<file path="src/rtl/ffra_pkg.sv">
`timescale 1ns / 1ps
// ----------------------------------------------------------------------------
// ffra_pkg
// Shared types and constants of the first-fit region allocator: field widths,
// status codes, register indexes, controller states and the command and
// status bundles that join controller and datapath.
// ----------------------------------------------------------------------------
package ffra_pkg;

    // Field widths of the stream beats and of the configuration port.
    localparam int PAGE_W    = 20;
    localparam int SIZE_W    = 11;
    localparam int STATUS_W  = 3;
    localparam int CFG_IDX_W = 1;
    localparam int CFG_DAT_W = 20;
    localparam int IN_DATA_W  = 32;
    localparam int IN_USER_W  = 1;
    localparam int OUT_DATA_W = 40;

    // Default sizing of the region table and the window.
    localparam int DEF_MAX_REGIONS      = 16;
    localparam int DEF_MAX_WINDOW_PAGES = 1024;

    // Reset values of the configuration registers.
    localparam logic [PAGE_W-1:0] RST_WINDOW_BASE  = 20'd1047552;
    localparam logic [SIZE_W-1:0] RST_WINDOW_PAGES = 11'd512;

    // Configuration register indexes.
    localparam logic [CFG_IDX_W-1:0] CFG_WINDOW_BASE  = 1'b0;
    localparam logic [CFG_IDX_W-1:0] CFG_WINDOW_PAGES = 1'b1;

    // Request opcodes.
    localparam logic OP_ALLOC = 1'b0;
    localparam logic OP_FREE  = 1'b1;

    // Result status codes.
    typedef enum logic [STATUS_W-1:0] {
        ST_OK       = 3'd0,
        ST_NOSPACE  = 3'd1,
        ST_BADSIZE  = 3'd2,
        ST_NOTFOUND = 3'd3,
        ST_MISMATCH = 3'd4
    } t_status;

    // Controller states.
    typedef enum logic [3:0] {
        S_IDLE,
        S_CHECK,
        S_SCAN_RD,
        S_SCAN_EV,
        S_INS_RD,
        S_INS_MV,
        S_INS_NEW,
        S_FIND_RD,
        S_FIND_EV,
        S_DEL_RD,
        S_DEL_MV,
        S_DONE
    } t_state;

    // Table read address relative to the walk index.
    typedef enum logic [1:0] {
        RD_IDX,
        RD_PREV,
        RD_NEXT
    } t_rd_sel;

    // Source of the result fields.
    typedef enum logic [1:0] {
        RES_FAIL,
        RES_ALLOC,
        RES_FREE
    } t_res_sel;

    // Commands from the controller to the datapath.
    typedef struct packed {
        logic     load_in;
        logic     init_alloc;
        logic     init_free;
        logic     rd_en;
        t_rd_sel  rd_sel;
        logic     wr_en;
        logic     wr_new;
        logic     idx_inc;
        logic     idx_dec;
        logic     addr_ld;
        logic     set_pos;
        logic     take_actual;
        logic     cnt_inc;
        logic     cnt_dec;
        logic     res_ld;
        t_res_sel res_sel;
        t_status  res_status;
        logic     out_ld;
    } t_cmd;

    // Status from the datapath to the controller.
    typedef struct packed {
        logic is_free;
        logic bad_size;
        logic full;
        logic at_count;
        logic idx_is_pos;
        logic fits_here;
        logic past_limit;
        logic match;
        logic last_entry;
        logic out_room;
    } t_sts;

endpackage

</file>
<file path="src/rtl/ffra_ctrl.sv">
`timescale 1ns / 1ps
// ----------------------------------------------------------------------------
// ffra_ctrl
// Sequencer of the allocator: takes a request beat, walks the region table
// through the datapath, shifts entries to insert or remove one, and hands
// the result to the output register.
// ----------------------------------------------------------------------------
module ffra_ctrl (
    input  logic          i_clk,
    input  logic          i_rst_n,
    input  logic          i_in_valid,
    output logic          o_in_ready,
    input  ffra_pkg::t_sts i_sts,
    output ffra_pkg::t_cmd o_cmd
);
    import ffra_pkg::*;

    t_state r_state;
    t_state n_state;

    // State register.
    always_ff @(posedge i_clk) begin
        if (!i_rst_n) begin
            r_state <= S_IDLE;
        end else begin
            r_state <= n_state;
        end
    end

    // Next state and commands.
    always_comb begin
        n_state    = r_state;
        o_cmd      = '0;
        o_in_ready = 1'b0;
        unique case (r_state)
            S_IDLE: begin
                o_in_ready = 1'b1;
                if (i_in_valid) begin
                    o_cmd.load_in = 1'b1;
                    n_state       = S_CHECK;
                end
            end
            S_CHECK: begin
                if (i_sts.is_free) begin
                    o_cmd.init_free = 1'b1;
                    n_state         = S_FIND_RD;
                end else if (i_sts.bad_size) begin
                    o_cmd.res_ld     = 1'b1;
                    o_cmd.res_sel    = RES_FAIL;
                    o_cmd.res_status = ST_BADSIZE;
                    n_state          = S_DONE;
                end else if (i_sts.full) begin
                    o_cmd.res_ld     = 1'b1;
                    o_cmd.res_sel    = RES_FAIL;
                    o_cmd.res_status = ST_NOSPACE;
                    n_state          = S_DONE;
                end else begin
                    o_cmd.init_alloc = 1'b1;
                    n_state          = S_SCAN_RD;
                end
            end
            // First-fit walk: fetch one entry, then test the gap ahead of it.
            S_SCAN_RD: begin
                if (i_sts.at_count) begin
                    o_cmd.set_pos = 1'b1;
                    n_state       = S_INS_RD;
                end else begin
                    o_cmd.rd_en  = 1'b1;
                    o_cmd.rd_sel = RD_IDX;
                    n_state      = S_SCAN_EV;
                end
            end
            S_SCAN_EV: begin
                if (i_sts.fits_here) begin
                    o_cmd.set_pos = 1'b1;
                    n_state       = S_INS_RD;
                end else if (i_sts.past_limit) begin
                    o_cmd.res_ld     = 1'b1;
                    o_cmd.res_sel    = RES_FAIL;
                    o_cmd.res_status = ST_NOSPACE;
                    n_state          = S_DONE;
                end else begin
                    o_cmd.addr_ld = 1'b1;
                    o_cmd.idx_inc = 1'b1;
                    n_state       = S_SCAN_RD;
                end
            end
            // Open a hole at the insert position, moving entries up by one.
            S_INS_RD: begin
                if (i_sts.idx_is_pos) begin
                    n_state = S_INS_NEW;
                end else begin
                    o_cmd.rd_en  = 1'b1;
                    o_cmd.rd_sel = RD_PREV;
                    n_state      = S_INS_MV;
                end
            end
            S_INS_MV: begin
                o_cmd.wr_en   = 1'b1;
                o_cmd.idx_dec = 1'b1;
                n_state       = S_INS_RD;
            end
            S_INS_NEW: begin
                o_cmd.wr_en      = 1'b1;
                o_cmd.wr_new     = 1'b1;
                o_cmd.cnt_inc    = 1'b1;
                o_cmd.res_ld     = 1'b1;
                o_cmd.res_sel    = RES_ALLOC;
                o_cmd.res_status = ST_OK;
                n_state          = S_DONE;
            end
            // Lookup of the region to free.
            S_FIND_RD: begin
                if (i_sts.at_count) begin
                    o_cmd.res_ld     = 1'b1;
                    o_cmd.res_sel    = RES_FAIL;
                    o_cmd.res_status = ST_NOTFOUND;
                    n_state          = S_DONE;
                end else begin
                    o_cmd.rd_en  = 1'b1;
                    o_cmd.rd_sel = RD_IDX;
                    n_state      = S_FIND_EV;
                end
            end
            S_FIND_EV: begin
                if (i_sts.match) begin
                    o_cmd.take_actual = 1'b1;
                    n_state           = S_DEL_RD;
                end else begin
                    o_cmd.idx_inc = 1'b1;
                    n_state       = S_FIND_RD;
                end
            end
            // Close the gap, moving later entries down by one.
            S_DEL_RD: begin
                if (i_sts.last_entry) begin
                    o_cmd.cnt_dec = 1'b1;
                    o_cmd.res_ld  = 1'b1;
                    o_cmd.res_sel = RES_FREE;
                    n_state       = S_DONE;
                end else begin
                    o_cmd.rd_en  = 1'b1;
                    o_cmd.rd_sel = RD_NEXT;
                    n_state      = S_DEL_MV;
                end
            end
            S_DEL_MV: begin
                o_cmd.wr_en   = 1'b1;
                o_cmd.idx_inc = 1'b1;
                n_state       = S_DEL_RD;
            end
            S_DONE: begin
                if (i_sts.out_room) begin
                    o_cmd.out_ld = 1'b1;
                    n_state      = S_IDLE;
                end
            end
            default: begin
                n_state = S_IDLE;
            end
        endcase
    end

endmodule

</file>
<file path="src/rtl/ffra_datapath.sv">
`timescale 1ns / 1ps
// ----------------------------------------------------------------------------
// ffra_datapath
// Region table memory, walk registers, window configuration, comparators
// and the result and output registers of the allocator.
// ----------------------------------------------------------------------------
module ffra_datapath #(
    parameter int MAX_REGIONS      = ffra_pkg::DEF_MAX_REGIONS,
    parameter int MAX_WINDOW_PAGES = ffra_pkg::DEF_MAX_WINDOW_PAGES
) (
    input  logic                            i_clk,
    input  logic                            i_rst_n,
    input  logic [ffra_pkg::IN_DATA_W-1:0]  i_in_data,
    input  logic [ffra_pkg::IN_USER_W-1:0]  i_in_user,
    input  logic                            i_cfg_we,
    input  logic [ffra_pkg::CFG_IDX_W-1:0]  i_cfg_idx,
    input  logic [ffra_pkg::CFG_DAT_W-1:0]  i_cfg_data,
    input  logic                            i_m_tready,
    output logic                            o_m_tvalid,
    output logic [ffra_pkg::OUT_DATA_W-1:0] o_m_tdata,
    input  ffra_pkg::t_cmd                  i_cmd,
    output ffra_pkg::t_sts                  o_sts
);
    import ffra_pkg::*;

    // The window register is 11 bits wide, so offsets never exceed 2047.
    localparam int WIN_LIM = (MAX_WINDOW_PAGES > 2047) ? 2047 : MAX_WINDOW_PAGES;
    localparam int OFS_W   = $clog2(WIN_LIM + 1);
    localparam int IDX_W   = $clog2(MAX_REGIONS + 1);
    localparam int AW      = (MAX_REGIONS > 1) ? $clog2(MAX_REGIONS) : 1;
    localparam int ENT_W   = 2 * OFS_W;

    // Configuration registers.
    logic [PAGE_W-1:0] r_base;
    logic [SIZE_W-1:0] r_win_pages;

    // Request and walk registers.
    logic              r_op;
    logic [SIZE_W-1:0] r_size;
    logic [PAGE_W-1:0] r_start;
    logic [PAGE_W-1:0] r_off;
    logic [OFS_W-1:0]  r_addr;
    logic [OFS_W-1:0]  r_limit;
    logic [OFS_W-1:0]  r_actual;
    logic [IDX_W-1:0]  r_idx;
    logic [IDX_W-1:0]  r_pos;
    logic [IDX_W-1:0]  r_count;

    // Table memory and its registered read data.
    logic [ENT_W-1:0]  r_mem [MAX_REGIONS];
    logic [ENT_W-1:0]  r_rd_data;

    // Result and output registers.
    t_status           r_res_status;
    logic [PAGE_W-1:0] r_res_start;
    logic [SIZE_W-1:0] r_res_size;
    logic              r_out_valid;
    logic [OUT_DATA_W-1:0] r_out_data;

    logic [SIZE_W-1:0] win;
    logic [OFS_W-1:0]  size_o;
    logic [OFS_W-1:0]  rd_begin;
    logic [OFS_W-1:0]  rd_finish;
    logic [IDX_W-1:0]  rd_ptr;
    logic [IDX_W-1:0]  wr_ptr;
    logic [ENT_W-1:0]  wr_data;
    logic              mismatch;

    // Configuration writes.
    always_ff @(posedge i_clk) begin
        if (!i_rst_n) begin
            r_base      <= RST_WINDOW_BASE;
            r_win_pages <= RST_WINDOW_PAGES;
        end else if (i_cfg_we) begin
            unique case (i_cfg_idx)
                CFG_WINDOW_BASE:  r_base      <= i_cfg_data;
                CFG_WINDOW_PAGES: r_win_pages <= i_cfg_data[SIZE_W-1:0];
                default: begin
                end
            endcase
        end
    end

    // Effective window and derived values.
    assign win       = (r_win_pages > SIZE_W'(WIN_LIM)) ? SIZE_W'(WIN_LIM) : r_win_pages;
    assign size_o    = r_size[OFS_W-1:0];
    assign rd_begin  = r_rd_data[OFS_W-1:0];
    assign rd_finish = r_rd_data[ENT_W-1:OFS_W];
    assign mismatch  = (SIZE_W'(r_actual) != r_size);

    // Request capture and walk registers.
    always_ff @(posedge i_clk) begin
        if (i_cmd.load_in) begin
            r_op    <= i_in_user[0];
            r_size  <= i_in_data[SIZE_W-1:0];
            r_start <= i_in_data[SIZE_W+PAGE_W-1:SIZE_W];
        end
        if (i_cmd.init_alloc) begin
            r_addr  <= '0;
            r_limit <= OFS_W'(win - r_size);
        end else if (i_cmd.addr_ld) begin
            r_addr  <= rd_finish;
        end
        if (i_cmd.init_free) begin
            r_off <= r_start - r_base;
        end
        if (i_cmd.take_actual) begin
            r_actual <= rd_finish - rd_begin;
        end
        if (i_cmd.init_alloc || i_cmd.init_free) begin
            r_idx <= '0;
        end else if (i_cmd.set_pos) begin
            r_pos <= r_idx;
            r_idx <= r_count;
        end else if (i_cmd.idx_inc) begin
            r_idx <= r_idx + 1'b1;
        end else if (i_cmd.idx_dec) begin
            r_idx <= r_idx - 1'b1;
        end
    end

    // Region count.
    always_ff @(posedge i_clk) begin
        if (!i_rst_n) begin
            r_count <= '0;
        end else if (i_cmd.cnt_inc) begin
            r_count <= r_count + 1'b1;
        end else if (i_cmd.cnt_dec) begin
            r_count <= r_count - 1'b1;
        end
    end

    // Table addressing.
    always_comb begin
        case (i_cmd.rd_sel)
            RD_PREV: rd_ptr = r_idx - 1'b1;
            RD_NEXT: rd_ptr = r_idx + 1'b1;
            default: rd_ptr = r_idx;
        endcase
    end
    assign wr_ptr  = i_cmd.wr_new ? r_pos : r_idx;
    assign wr_data = i_cmd.wr_new ? {r_addr + size_o, r_addr} : r_rd_data;

    // Table memory: one write and one registered read a cycle.
    always_ff @(posedge i_clk) begin
        if (i_cmd.wr_en) begin
            r_mem[wr_ptr[AW-1:0]] <= wr_data;
        end
        if (i_cmd.rd_en) begin
            r_rd_data <= r_mem[rd_ptr[AW-1:0]];
        end
    end

    // Result register.
    always_ff @(posedge i_clk) begin
        if (i_cmd.res_ld) begin
            case (i_cmd.res_sel)
                RES_ALLOC: begin
                    r_res_status <= ST_OK;
                    r_res_start  <= r_base + PAGE_W'(r_addr);
                    r_res_size   <= r_size;
                end
                RES_FREE: begin
                    r_res_status <= mismatch ? ST_MISMATCH : ST_OK;
                    r_res_start  <= r_start;
                    r_res_size   <= SIZE_W'(r_actual);
                end
                default: begin
                    r_res_status <= i_cmd.res_status;
                    r_res_start  <= '0;
                    r_res_size   <= '0;
                end
            endcase
        end
    end

    // Output register: holds a beat until the receiver takes it.
    always_ff @(posedge i_clk) begin
        if (!i_rst_n) begin
            r_out_valid <= 1'b0;
        end else if (i_cmd.out_ld) begin
            r_out_valid <= 1'b1;
        end else if (i_m_tready) begin
            r_out_valid <= 1'b0;
        end
    end

    always_ff @(posedge i_clk) begin
        if (i_cmd.out_ld) begin
            r_out_data <= {(OUT_DATA_W - STATUS_W - PAGE_W - SIZE_W)'(0),
                           r_res_size, r_res_start, r_res_status};
        end
    end

    assign o_m_tvalid = r_out_valid;
    assign o_m_tdata  = r_out_data;

    // Status to the controller.
    assign o_sts.is_free    = (r_op == OP_FREE);
    assign o_sts.bad_size   = (r_size == '0) || (r_size >= win);
    assign o_sts.full       = (r_count == IDX_W'(MAX_REGIONS));
    assign o_sts.at_count   = (r_idx == r_count);
    assign o_sts.idx_is_pos = (r_idx == r_pos);
    assign o_sts.fits_here  = ({1'b0, r_addr} + {1'b0, size_o}) <= {1'b0, rd_begin};
    assign o_sts.past_limit = (rd_finish > r_limit);
    assign o_sts.match      = (PAGE_W'(rd_begin) == r_off);
    assign o_sts.last_entry = ({1'b0, r_idx} + 1'b1) >= {1'b0, r_count};
    assign o_sts.out_room   = !r_out_valid || i_m_tready;

`ifndef ASSERT_OFF
    a_count_bound: assert property (@(posedge i_clk) disable iff (!i_rst_n)
        r_count <= IDX_W'(MAX_REGIONS))
        else $error("region count above table depth");

    a_insert_not_full: assert property (@(posedge i_clk) disable iff (!i_rst_n)
        i_cmd.cnt_inc |-> (r_count < IDX_W'(MAX_REGIONS)))
        else $error("insert into a full table");

    a_remove_not_empty: assert property (@(posedge i_clk) disable iff (!i_rst_n)
        i_cmd.cnt_dec |-> (r_count != '0))
        else $error("remove from an empty table");

    a_no_overwrite: assert property (@(posedge i_clk) disable iff (!i_rst_n)
        i_cmd.out_ld |-> (!r_out_valid || i_m_tready))
        else $error("result beat overwritten before it was taken");

    a_fail_zero: assert property (@(posedge i_clk) disable iff (!i_rst_n)
        (i_cmd.out_ld && (r_res_status == ST_NOSPACE || r_res_status == ST_BADSIZE ||
                          r_res_status == ST_NOTFOUND))
        |=> (o_m_tdata[OUT_DATA_W-1:STATUS_W] == '0))
        else $error("failed request reports a nonzero region");
`endif

endmodule

</file>
<file path="src/rtl/first_fit_region_allocator_core.sv">
`timescale 1ns / 1ps
// ----------------------------------------------------------------------------
// first_fit_region_allocator_core
// First-fit page-range allocator over a configurable address window.
// ----------------------------------------------------------------------------
// Usage:
// Request beats enter on the slave stream: tuser[0] is the opcode
// (allocate or free), tdata carries the size and the start page. Each
// request gives exactly one result beat on the master stream with status,
// region start and region size. The user sets window base and size through
// the write port only while the block is idle; the block does not enforce it.
// One request is worked on at a time. The region table sits in a memory
// with one write and one read port, and each visited entry takes a read
// state, then a test or move state. Walk and shift together touch at most
// count + 1 entries, where count is the number of regions held. Requests
// that fail the size check go straight to the result without a table walk.
// The result sits in an output register, so a stalled receiver holds only
// that beat; the block keeps accepting one more request and parks its
// result until the output register frees up.
// Reset clears the region count, the output valid and sets the window
// registers to their defaults; the table needs no clearing.
// ----------------------------------------------------------------------------
module first_fit_region_allocator_core #(
    parameter int MAX_REGIONS      = ffra_pkg::DEF_MAX_REGIONS,
    parameter int MAX_WINDOW_PAGES = ffra_pkg::DEF_MAX_WINDOW_PAGES
) (
    input  logic                            i_clk,
    input  logic                            i_rst_n,
    // Request beat.
    input  logic                            i_s_tvalid,
    output logic                            o_s_tready,
    // tdata: size_pages[10:0], start_page[30:11], zero[31].
    input  logic [ffra_pkg::IN_DATA_W-1:0]  i_s_tdata,
    // tuser: opcode[0].
    input  logic [ffra_pkg::IN_USER_W-1:0]  i_s_tuser,
    // Result beat.
    output logic                            o_m_tvalid,
    input  logic                            i_m_tready,
    // tdata: status[2:0], region_start[22:3], region_size[33:23], zero[39:34].
    output logic [ffra_pkg::OUT_DATA_W-1:0] o_m_tdata,
    // Configuration write port.
    input  logic                            i_cfg_we,
    input  logic [ffra_pkg::CFG_IDX_W-1:0]  i_cfg_idx,
    input  logic [ffra_pkg::CFG_DAT_W-1:0]  i_cfg_data
);
    import ffra_pkg::*;

    t_cmd cmd;
    t_sts sts;

    // Sequencer.
    ffra_ctrl u_ctrl (
        .i_clk      (i_clk),
        .i_rst_n    (i_rst_n),
        .i_in_valid (i_s_tvalid),
        .o_in_ready (o_s_tready),
        .i_sts      (sts),
        .o_cmd      (cmd)
    );

    // Table, arithmetic and output register.
    ffra_datapath #(
        .MAX_REGIONS      (MAX_REGIONS),
        .MAX_WINDOW_PAGES (MAX_WINDOW_PAGES)
    ) u_datapath (
        .i_clk      (i_clk),
        .i_rst_n    (i_rst_n),
        .i_in_data  (i_s_tdata),
        .i_in_user  (i_s_tuser),
        .i_cfg_we   (i_cfg_we),
        .i_cfg_idx  (i_cfg_idx),
        .i_cfg_data (i_cfg_data),
        .i_m_tready (i_m_tready),
        .o_m_tvalid (o_m_tvalid),
        .o_m_tdata  (o_m_tdata),
        .i_cmd      (cmd),
        .o_sts      (sts)
    );

endmodule

</file>
<file path="config.mk">
export PLATFORM = sky130hd
export DESIGN_NAME = first_fit_region_allocator_core
export DESIGN_NICKNAME = d
export VERILOG_FILES = /design/src/rtl/ffra_pkg.sv /design/src/rtl/ffra_ctrl.sv /design/src/rtl/ffra_datapath.sv /design/src/rtl/first_fit_region_allocator_core.sv
export SDC_FILE = /design/constraint.sdc
export NUM_CORES = 1
export LEC_CHECK = 0
export BUFFER_PORTS_ARGS = -buffer_cell sky130_fd_sc_hd__buf_2
export CAP_MARGIN = 20
export CELL_PAD_IN_SITES_DETAIL_PLACEMENT = 1
export CELL_PAD_IN_SITES_GLOBAL_PLACEMENT = 2
export CORE_MARGIN = 5
export CORE_UTILIZATION = 50
export CTS_BUF_LIST = sky130_fd_sc_hd__clkbuf_4
export CTS_CLUSTER_SIZE = 25
export DETAILED_ROUTE_END_ITERATION = 8
export PLACE_DENSITY_LB_ADDON = 0.05
export SETUP_SLACK_MARGIN = 0.5
export SLEW_MARGIN = 10
export SYNTH_ARGS = -nofsm -noshare
export SYNTH_HDL_FRONTEND = slang
export SYNTH_SLANG_ARGS = --single-unit
</file>
<file path="constraint.sdc">
create_clock -name i_clk -period 11.55 [get_ports i_clk]
set_input_delay 0.5775 -clock i_clk [delete_from_list [all_inputs] [get_ports i_clk]]
set_output_delay 0.5775 -clock i_clk [all_outputs]
set_load 0.005 [all_outputs]
</file>
==> impl_metrics.toml <==
[run_status]
outcome = "completed"

[routing]
wire_per_inst_um = 23.9
viasPerCell = 5.69
drc = 0
routed_wl_um = 69300
dr.pass1.iters = 5
drtAntennaViolNets = 0
drtIter0Drc = 1011
vias = 16509

[yosys]
async_flop_share_pct = 0
yosys_warnings = 0
postSynthCellCount = 1809
yosysTopAreaCell = "edfxtp_1"
synth_top_cell_area_share_pct = 59.7
yosysSeqAreaShare_pct = 64.1
ys_ff_latch = 578
ys_top_cells_by_area = "edfxtp_1 (60%), mux4_2 (7.6%), ha_1 (4.7%), dfxtp_1 (4.4%), xnor2_1 (2.0%)"
synth_flop_cell = "edfxtp_1"
syn_area_um2 = 26200
synth-edff-count = 521
syn_area_per_cell_um2 = 14.5
synth_cell_type_count = 75

[die]
fp.dieH_um = 239
ios = 101
die-area_um2 = 57100
fp.dieW_um = 239
row_count = 84
coreArea_um2 = 52200
start_util_pct = 50.2

[clocking]
cts_resized = 0
cts_setup_buffers = 0
cts_buffers = 152
path_clk_slew_ns = 0.07
cts_buffer_depth = 3
cts_sinks = 578
cts_tree = "yes"
htreeDepth = 4
cts_root_buf = "clkbuf_4"
clk_latency_ns = 0.96

[global_route]
grt_max_degree = 67
antenna_found_initial = 4
grt_pass1_wl_um = 105000
grt_pass1_vias = 17674
overflow = 0
track_usage_pct = 24.5

[timing]
timing.final.crit_period_ns = 6.44
hold_slack_ns = 0.234
tns_ns = 0
finClkSkew_ns = 0.0759
rsz0062_at_grt = "false"
min_period_over_period_pct = 55.8
hold_viol_final = 0
fmax_mhz = 155
setup_viol = 0
tightest_slew_ns = 1.04
slew_violations = 0
relSlewSlack_pct = 30.5

[worst_setup_path]
r2r_slack_ns = 5.11
reg2reg_depth = 17
r2r_start = "u_datapath.r_idx[0]"
setup.worst_path.end_class = "flip-flop"
cp_max_fo = 44
start_kind = "flip-flop"
worstPathArrival_ns = 7.07
crit_required_ns = 12.18
worstSetupPathType = "flip-flop to flip-flop"
r2r_end = "u_datapath.r_rd_data[20]"

[finish]
num-nets-final = 2262
fin_area_um2 = 30300
synthToLayoutAreaGrowth_pct = 15.4
num-fill-cells = 5129
layout-drive-gt1-share_pct = 23.4

[placement]
hpwl_um = 44600
gp_congestion = 0.819
placed_cell_area_um2 = 27700
portBuffers = 93

[power]
vdd_drop_max_uv = 145
cellPowerDensity_nw_per_um2 = 233
p_leak_uw = 0.0110

[worst_hold_path]
min_from = "i_s_tvalid"
hp-class = "primary input to flip-flop"
holdPathEnd = "u_ctrl.r_state[0]"
min_path_cells = 4

[run]
cap_violations = 0
-- report_power, final --
group / internal (uW) / leakage [uW] / switching (uW)
sequential: 2780 / 0.00519 / 252
combinational: 900 / 0.00471 / 1360
clock: 881 / 0.00112 / 861
total: 4570 / 0.0110 / 2470
-- cells in the final DEF (no fill, tap or decap), types with 64 or more instances in the layout --
| cell type | count |
|---|---|
| a21oi_1 | 97 |
| nor2_1 | 93 |
| edfxtp_1 | 521 |
| dlygate4sd3_1 | 64 |
| inv_1 | 102 |
| buf_2 | 93 |
| mux4_2 | 88 |
| nand2_1 | 120 |
| clkbuf_4 | 219 |
| ha_1 | 98 |
-- per-layer routing --
layer,track usage (%),up-vias,wire length (um)
met5,0,-,0
met3,4.71,103,3100
met4,9.39,0,1680
met2,41.2,438,34800
li1,-,7573,-
met1,31.9,8395,29700
-- worst max-delay path: stages (launching register included) --
cell	delay, ns
dfxtp_1	0.67
inv_1	0.23
ha_1	0.45
ha_1	0.32
a21o_1	0.10
a21o_1	0.11
a21oi_1	0.09
o211ai_1	0.41
inv_1	0.09
ha_1	0.56
nor3_1	0.14
a21oi_4	0.21
buf_4	0.72
buf_4	0.82
mux4_2	0.58
nor2b_1	0.14
a211oi_1	0.33
a21oi_1	0.07
-- kinds of logic after synthesis --
kind of cell             count (synthesis)  synth area share, %
flip-flops                             578                 64.1
AND/OR/NAND/NOR                        405                 7.44
AO/OA/AOI/OAI                          320                 8.27
buffers and inverters                  177                 2.69
multiplexers                           136                 9.44
adder cells (fa/ha/maj)                104                 5.14
XOR/XNOR                                88                 2.94
other                                    1               0.0143
-- flip-flops by register name, indices dropped and copies added, names as in the netlist --
register and flops:
u_datapath.r_actual 11, u_datapath.r_res_status 3, u_datapath.r_win_pages 11, u_datapath.r_off 20, u_datapath.r_res_start 20, u_datapath.r_res_size 11
u_ctrl.r_state 4, u_datapath.r_op 1, u_datapath.r_rd_data 22, u_datapath.r_addr 11, u_datapath.r_mem 352, u_datapath.r_size 11
u_datapath.r_idx 5, u_datapath.o_m_tvalid 1, u_datapath.r_start 20, u_datapath.r_limit 11, u_datapath.o_m_tdata 34, u_datapath.r_pos 5
u_datapath.r_count 5, u_datapath.r_base 20
-- synthesized netlist by cell type (all sizes together) (42+ instances only) --
cell type    n
mux4        88
o21ai       42
ha          98
a21oi      101
edfxtp     521
inv        102
xnor2       61
dfxtp       57
clkbuf      45
nor2b       52
nand2      120
nor2       109
-- stage by stage --
step                      util (%)  total power, uW  instances  setup WS [ns]
final                         57.9             7040       2902           5.11
after detailed placement      53.1             5320       2569           5.04
after floorplan                  -             4540       1814           6.99
after global placement        53.1             5240       2569           5.04
after global routing          57.9             7480       2902           4.61
after CTS                     57.9             7110       2899           5.00
-- worst max-delay path by stage --
stage / endpoint / cells past startpoint / from
after detailed placement: u_datapath.r_rd_data[10] / 17 / u_datapath.r_idx[0]
after floorplan: u_datapath.r_res_size[0] / 17 / u_datapath.r_size[0]
final: u_datapath.r_rd_data[20] / 17 / u_datapath.r_idx[0]
after CTS: u_datapath.r_rd_data[10] / 17 / u_datapath.r_idx[0]
after global placement: u_datapath.r_rd_data[10] / 17 / u_datapath.r_idx[0]
after global routing: u_datapath.r_rd_data[20] / 17 / u_datapath.r_idx[0]
-- cell type report --
| cell class | count | area, um^2 | share of cell area, % |
|---|---|---|---|
| well taps | 688 | 861 | 2.85 |
| clock buffers | 219 | 1640 | 5.43 |
| diodes | 3 | 7.51 | 0.0248 |
| clock inverters | 47 | 243 | 0.802 |
| inverters | 102 | 383 | 1.27 |
| flip-flops and latches | 578 | 16800 | 55.5 |
| repair buffers | 206 | 1470 | 4.87 |
| multi-input cells | 1059 | 8850 | 29.3 |
-- repair_timing --
action                                 CTS  global route
endpoints found under the hold margin   65             0
hold buffers                            64             0
setup endpoints to repair                0             0
No activity file was read; power rests on OpenSTA's default activity.
